**src/tcpf_pkg.sv**
```systemverilog
// Package: types, codes and sizes shared by the three-class priority queue.
package tcpf_pkg;

	localparam int QUEUE_DEPTH = 16;
	localparam int ITEM_WIDTH  = 32;

	localparam int DATA_W  = 32;
	localparam int STORE_W = (ITEM_WIDTH < DATA_W) ? ITEM_WIDTH : DATA_W;
	localparam int PTR_W   = (QUEUE_DEPTH > 1) ? $clog2(QUEUE_DEPTH) : 1;
	localparam int CNT_W   = $clog2(QUEUE_DEPTH + 1);
	localparam int CLS_W   = 2;
	localparam int ADDR_W  = CLS_W + PTR_W;
	localparam int NUM_CLASSES = 3;

	typedef enum logic {
		CMD_ENQUEUE = 1'b0,
		CMD_DEQUEUE = 1'b1
	} cmd_t;

	typedef enum logic [2:0] {
		ST_ENQUEUED = 3'd0,
		ST_DEQUEUED = 3'd1,
		ST_INVALID  = 3'd2,
		ST_EMPTY    = 3'd3,
		ST_FULL     = 3'd4
	} status_t;

	localparam logic [2:0] PRIO_URGENT    = 3'd1;
	localparam logic [2:0] PRIO_IMPORTANT = 3'd2;
	localparam logic [2:0] PRIO_STANDARD  = 3'd3;

	localparam logic [CLS_W-1:0] CLS_URGENT    = 2'd0;
	localparam logic [CLS_W-1:0] CLS_IMPORTANT = 2'd1;
	localparam logic [CLS_W-1:0] CLS_STANDARD  = 2'd2;

	typedef struct packed {
		logic        cmd;
		logic [31:0] item_data;
		logic [2:0]  priority_req;
	} req_t;

	typedef struct packed {
		logic [31:0] out_data;
		logic [1:0]  out_class;
		status_t     status;
	} rsp_t;

	typedef struct packed {
		logic [CLS_W-1:0] cls;
		status_t          status;
		logic             take_rd;
	} meta_t;

	function automatic logic [PTR_W-1:0] ptr_advance(input logic [PTR_W-1:0] ptr);
		logic [PTR_W-1:0] nxt;
		if (ptr == PTR_W'(QUEUE_DEPTH - 1)) begin
			nxt = '0;
		end else begin
			nxt = ptr + PTR_W'(1);
		end
		return nxt;
	endfunction

endpackage

```
**src/three_class_priority_fifo_unit.sv**
```systemverilog
// Top level: three-class strict-priority queue over one shared entry memory.
//
// Usage: each request on req (valid/ready) is an enqueue or a dequeue.
// An enqueue with class code 1, 2 or 3 stores its word in the urgent,
// important or standard FIFO; other codes answer "invalid", and a push to
// a full FIFO is dropped and answers "full". A dequeue returns the head of
// the highest-priority non-empty FIFO, or "all empty".
// Every request yields exactly one response on rsp (valid/ready), in order.
// Each accepted request passes the registered read of the entry memory and
// then the response register before its response is valid.
// Throughput: one request per cycle while responses are taken; the single
// read/write port of the entry memory carries one access per request.
// Reset clears all pointers and fill counts (all FIFOs empty) and the
// pipeline; the entry memory is not cleared, no empty entry is ever read.
// When the receiver stalls, the response register and the stage behind it
// hold, and req_ready drops once both are occupied.
module three_class_priority_fifo_unit
	import tcpf_pkg::*;
(
	input  logic clk,
	input  logic arst_n,
	input  logic req_valid,
	output logic req_ready,
	input  req_t req,
	output logic rsp_valid,
	input  logic rsp_ready,
	output rsp_t rsp
);

	logic [STORE_W-1:0] store_mem [2**ADDR_W];

	logic [PTR_W-1:0] rd_ptr_q [NUM_CLASSES];
	logic [PTR_W-1:0] wr_ptr_q [NUM_CLASSES];
	logic [CNT_W-1:0] count_q  [NUM_CLASSES];

	logic               valid_s1;
	meta_t              meta_s1;
	logic [STORE_W-1:0] rd_data_s1;
	logic               rsp_valid_q;
	rsp_t               rsp_q;

	logic             accept;
	logic             out_free;
	logic             advance_s1;
	logic             enq_ok;
	logic             deq_ok;
	logic [CLS_W-1:0] enq_cls;
	logic             enq_code_ok;
	logic [CLS_W-1:0] deq_cls;
	logic             any_full;
	meta_t            meta_d;
	logic [ADDR_W-1:0] wr_addr;
	logic [ADDR_W-1:0] rd_addr;

	assign out_free   = !rsp_valid_q || rsp_ready;
	assign advance_s1 = valid_s1 && out_free;
	assign req_ready  = !valid_s1 || out_free;
	assign accept     = req_valid && req_ready;

	always_comb begin
		case (req.priority_req)
			PRIO_URGENT: begin
				enq_cls     = CLS_URGENT;
				enq_code_ok = 1'b1;
			end
			PRIO_IMPORTANT: begin
				enq_cls     = CLS_IMPORTANT;
				enq_code_ok = 1'b1;
			end
			PRIO_STANDARD: begin
				enq_cls     = CLS_STANDARD;
				enq_code_ok = 1'b1;
			end
			default: begin
				enq_cls     = CLS_URGENT;
				enq_code_ok = 1'b0;
			end
		endcase
	end

	always_comb begin
		deq_cls = CLS_URGENT;
		deq_ok  = 1'b1;
		if (count_q[0] != '0) begin
			deq_cls = CLS_URGENT;
		end else if (count_q[1] != '0) begin
			deq_cls = CLS_IMPORTANT;
		end else if (count_q[2] != '0) begin
			deq_cls = CLS_STANDARD;
		end else begin
			deq_ok = 1'b0;
		end
	end

	assign any_full = enq_code_ok && (count_q[enq_cls] == CNT_W'(QUEUE_DEPTH));

	always_comb begin
		meta_d  = '{cls: CLS_URGENT, status: ST_EMPTY, take_rd: 1'b0};
		enq_ok  = 1'b0;
		if (req.cmd == CMD_ENQUEUE) begin
			if (!enq_code_ok) begin
				meta_d.status = ST_INVALID;
			end else if (any_full) begin
				meta_d.cls    = enq_cls;
				meta_d.status = ST_FULL;
			end else begin
				meta_d.cls    = enq_cls;
				meta_d.status = ST_ENQUEUED;
				enq_ok        = 1'b1;
			end
		end else if (deq_ok) begin
			meta_d.cls     = deq_cls;
			meta_d.status  = ST_DEQUEUED;
			meta_d.take_rd = 1'b1;
		end
	end

	assign wr_addr = {enq_cls, wr_ptr_q[enq_cls]};
	assign rd_addr = {deq_cls, rd_ptr_q[deq_cls]};

	always_ff @(posedge clk) begin
		if (accept && enq_ok) begin
			store_mem[wr_addr] <= req.item_data[STORE_W-1:0];
		end
		if (accept && meta_d.take_rd) begin
			rd_data_s1 <= store_mem[rd_addr];
		end
	end

	always_ff @(posedge clk or negedge arst_n) begin
		if (!arst_n) begin
			for (int i = 0; i < NUM_CLASSES; i++) begin
				rd_ptr_q[i] <= '0;
				wr_ptr_q[i] <= '0;
				count_q[i]  <= '0;
			end
		end else if (accept) begin
			if (enq_ok) begin
				wr_ptr_q[enq_cls] <= ptr_advance(wr_ptr_q[enq_cls]);
				count_q[enq_cls]  <= count_q[enq_cls] + CNT_W'(1);
			end else if (meta_d.take_rd) begin
				rd_ptr_q[deq_cls] <= ptr_advance(rd_ptr_q[deq_cls]);
				count_q[deq_cls]  <= count_q[deq_cls] - CNT_W'(1);
			end
		end
	end

	always_ff @(posedge clk or negedge arst_n) begin
		if (!arst_n) begin
			valid_s1 <= 1'b0;
		end else if (accept) begin
			valid_s1 <= 1'b1;
		end else if (advance_s1) begin
			valid_s1 <= 1'b0;
		end
	end

	always_ff @(posedge clk) begin
		if (accept) begin
			meta_s1 <= meta_d;
		end
	end

	always_ff @(posedge clk or negedge arst_n) begin
		if (!arst_n) begin
			rsp_valid_q <= 1'b0;
		end else if (out_free) begin
			rsp_valid_q <= valid_s1;
		end
	end

	always_ff @(posedge clk) begin
		if (advance_s1) begin
			rsp_q.out_data  <= meta_s1.take_rd ? DATA_W'(rd_data_s1) : '0;
			rsp_q.out_class <= meta_s1.cls;
			rsp_q.status    <= meta_s1.status;
		end
	end

	assign rsp_valid = rsp_valid_q;
	assign rsp       = rsp_q;

endmodule

```
**config.mk**
```make
export PLATFORM = sky130hd
export DESIGN_NAME = three_class_priority_fifo_unit
export DESIGN_NICKNAME = d
export VERILOG_FILES = /design/src/tcpf_pkg.sv /design/src/three_class_priority_fifo_unit.sv
export SDC_FILE = /design/constraint.sdc
export NUM_CORES = 2
export LEC_CHECK = 0
export ABC_AREA = 1
export BUFFER_PORTS_ARGS = -buffer_cell sky130_fd_sc_hd__buf_2
export CAP_MARGIN = 0
export CORE_MARGIN = 3
export CORE_UTILIZATION = 47
export CTS_CLUSTER_DIAMETER = 30
export DETAILED_ROUTE_END_ITERATION = 7
export SYNTH_ARGS = -nofsm -noshare
export SYNTH_HDL_FRONTEND = slang
export SYNTH_SLANG_ARGS = --single-unit
```
**constraint.sdc**
```tcl
create_clock -name clk -period 4.1 [get_ports clk]
set_input_delay 0.82 -clock clk [delete_from_list [all_inputs] [get_ports clk]]
set_output_delay 0.82 -clock clk [all_outputs]
set_load 0.05 [all_outputs]
```
==> implementation parameters <==
Parameter                              Value

Power
  Overall Power ... 71.9 mW
  Leakage power of the design ... 38.7 nW
  Maximum vdd drop ... 574 µV
  Power per unit of standard cell area ... 795 mW/mm²

Clock network
  CTS Buf Count ... approximately 380
  Clock tree buffer depth ... 4
  H-tree level count ... 5
  Hold_buf cts ... 0
  CTS tree ... yes
  Post-CTS setup buffer count ... 0
  Clock-pin slew reported for the worst setup and hold paths after clock tree synthesis ... 50 ps
  Quantity of gates resized following cts ... 0
  Number of sinks handled by clock tree synthesis ... 1652
  Worst skew pair latency ... 920 ps
  Clock root cell ... clkbuf_16

Timing
  Final Hold Viols ... 0
  Final worst path period share ... 0.886
  Total negative setup slack ... 0 ps
  Post-Route Skew ... 55.1 ps
  Final min period ... 3630 ps
  Total count of max-transition violations in the final report ... 0
  F_max ... approximately 280 MHz
  Final setup violation count ... 0
  Tightest Pin Transition ... 1320 ps
  Worst relative slew slack ... 0.118
  Setup repair after global routing missed its margin ... false
  Setup slack after layout ... 469 ps

Drt
  Total via count in the routed design ... 52.0k
  Average via count per standard cell ... 5.38
  DR pass1 iterations ... 5
  DRC errors left ... 0
  Total wire length ... 220000 µm
  Wire length per cell ... 22.7 µm
  Antenna-violating nets left ... 0
  Initial DRC Count ... a little over 6k

Min path
  Class of the worst hold path ... in -> async

Critical path
  Required time of the critical path ... 4750 ps
  Biggest fanout along the worst timing path ... 36
  Element type at the critical path start ... flop
  Type of the worst setup path ... reg -> reg
  Setup crit start ... count_q[10]
  Reg2Reg Launch Point ... count_q[10]
  Worst EP arrival ... 4280 ps
  Capturing element type of the critical path ... flop

Placed design
  Half-perimeter wire length after detailed placement ... 133000 µm
  Total placed instance area ... 0.0775 mm²
  Placement Setup Slack ... between 200 and 250 ps
  Number of buffers added on ports ... 78
  Routability-driven placement congestion ratio ... 0.905

Synthesis
  Post-Synthesis Cells ... ~7k
  Biggest area contributors in the synthesized netlist ... edfxtp_1 (66%), nand3_1 (12%), inv_1 (7.7%)
  Yosys warning count ... 0
  Share of flip-flops with an asynchronous set or reset ... 0.0248
  Number of synthesized flops with an enable pin ... between 1.5k and 2k
  Mapped Area ... 0.0730 mm²
  Most frequently used flop master after synthesis ... edfxtp_1
  Top-area cell type share of the netlist area ... 0.662
  Sequential cell area fraction in the yosys report ... 0.676
  Most area-hungry cell type in the Yosys netlist ... edfxtp_1
  Synthesized flop and latch total ... about 1.7k
  Syn Area/Cell ... 10.4 µm²
  Synthesized Nets ... ~7.0k
  Post-synth cell types ... 38

Layout
  Most common library cell in the layout ignoring fill and taps ... nand3_1
  Growth of design area from synthesis to finish ... 23.8%
  Total number of nets in the final design ... 7374
  Commonest cells after routing, fill and taps aside ... nand3_1 (1744), edfxtp_1 (1611), inv_1 (1501), nand2_1 (1374), clkbuf_16 (386)
  Number of antenna diodes ... 0
  Layout fillers ... roughly 13k
  Fraction of the core area covered by cells at the end of the flow ... 0.586
  Finished Cell Area ... 0.0904 mm²
  Layout cell share with drive strength beyond 1 ... 0.131

Die
  Row count ... 144
  Width of the die ... 400 µm
  Area of the core region ... 0.154 mm²
  Initial core utilization ... 0.474
  Number of top-level pins ... 79
  DIE AREA ... 0.160 mm²
  Die height ... ~400 µm

Global route
  First-pass GRT wire length ... between 300000 and 400000 µm
  Number of global-route vias before repair ... just under 50k
  Initial antenna violation count ... 9
  Maximum number of pins on one net before global-route repair ... approximately 170
  Total GRT Usage ... 0.273
  Overall overflow remaining after global route ... 0

Job
  Max Cap Violations ... 0

Status
  Status ... complete, no violations
[path summary, 6_finish.rpt]
kind,end,cells past startpoint,slack (ps)
min,rsp_valid,1,50
max reg2reg,rd_data_s1[23],16,470
min reg2reg,rsp[0],0,420
max,rd_data_s1[23],16,470
max in group asynchronous,wr_ptr_q[2],1,3380
min in group clk,valid_s1,3,150
[synthesized netlist by cell type (5+ instances only)]
cell type / instances
a21oi_1: 15
buf_1: 10
buf_2: 251
buf_4: 19
buf_6: 17
clkbuf_1: 84
dfrtp_1: 41
edfxtp_1: 1611
ha_1: 5
inv_1: 1501
inv_2: 7
nand2_1: 1376
nand2_2: 7
nand3_1: 1744
nand3b_1: 131
nor2_1: 93
nor2_2: 5
o21ai_0: 32
o21ai_1: 9
o22ai_1: 8
xor2_1: 5
[cell type report]
cell class	instances	area [µm²]	share of cell area
clock inverters	248	3090	0.0342
clock buffers	428	9870	0.109
repair buffers	327	3380	0.0374
well taps	2044	2560	0.0283
inverters	1508	5670	0.0627
flip-flops and latches	1652	49400	0.546
multi-input cells	3462	16500	0.182
[metal layers]
| metal | part of all wire | GRT usage | vias up |
|---|---|---|---|
| met5 | 0 | 0 | - |
| met4 | 0.032 | 0.0968 | 0 |
| met3 | 0.096 | 0.0538 | 433 |
| met2 | 0.45 | 0.415 | 2595 |
| met1 | 0.42 | 0.393 | 25200 |
| li1 | - | - | 23800 |
[power by group]
group / internal, mW / switching, mW
clock: 21.2 / 9.22
sequential: 19.1 / 0.329
combinational: 6.08 / 15.9
total: 46.5 / 25.4
[flip-flops by register name, summed over array words and instances, names as in the netlist]
register / flops
rsp: 37
rsp_valid: 1
meta_s1: 6
valid_s1: 1
rd_ptr_q: 12
rd_data_s1: 32
count_q: 15
wr_ptr_q: 12
store_mem: 1536
[critical path, cell delays in order, from the launching register on]
cell	delay (ps)
dfrtp_1	430
nor2_2	180
nand2_2	110
nor2_8	150
nand2_2	120
nor2_4	310
nand2_8	220
nand2_8	380
buf_12	300
buf_4	230
nand2_1	70
nand3_1	110
nand3_1	130
nand3_1	110
nand2_1	210
nand2_1	150
nand3_1	90
[metrics by stage]
| stage | hold WS, ps | cells |
|---|---|---|
| after floorplan | 400 | 7003 |
| after global placement | 401 | 8993 |
| after detailed placement | 410 | 8993 |
| after CTS | 50.1 | 9669 |
| after global routing | 106 | 9669 |
| final | 50.1 | 9669 |
[logic make-up after synthesis]
group / after synthesis / synth area share
AND/OR/NAND/NOR: 3372 / 0.212
buffers and inverters: 1889 / 0.104
XOR/XNOR: 6 / 0.000720
adder cells (fa/ha/maj): 5 / 0.000857
flip-flops: 1652 / 0.676
AO/OA/AOI/OAI: 78 / 0.00610
multiplexers: 1 / 0.000154
Note: power is estimated with default switching activity, not from simulation.
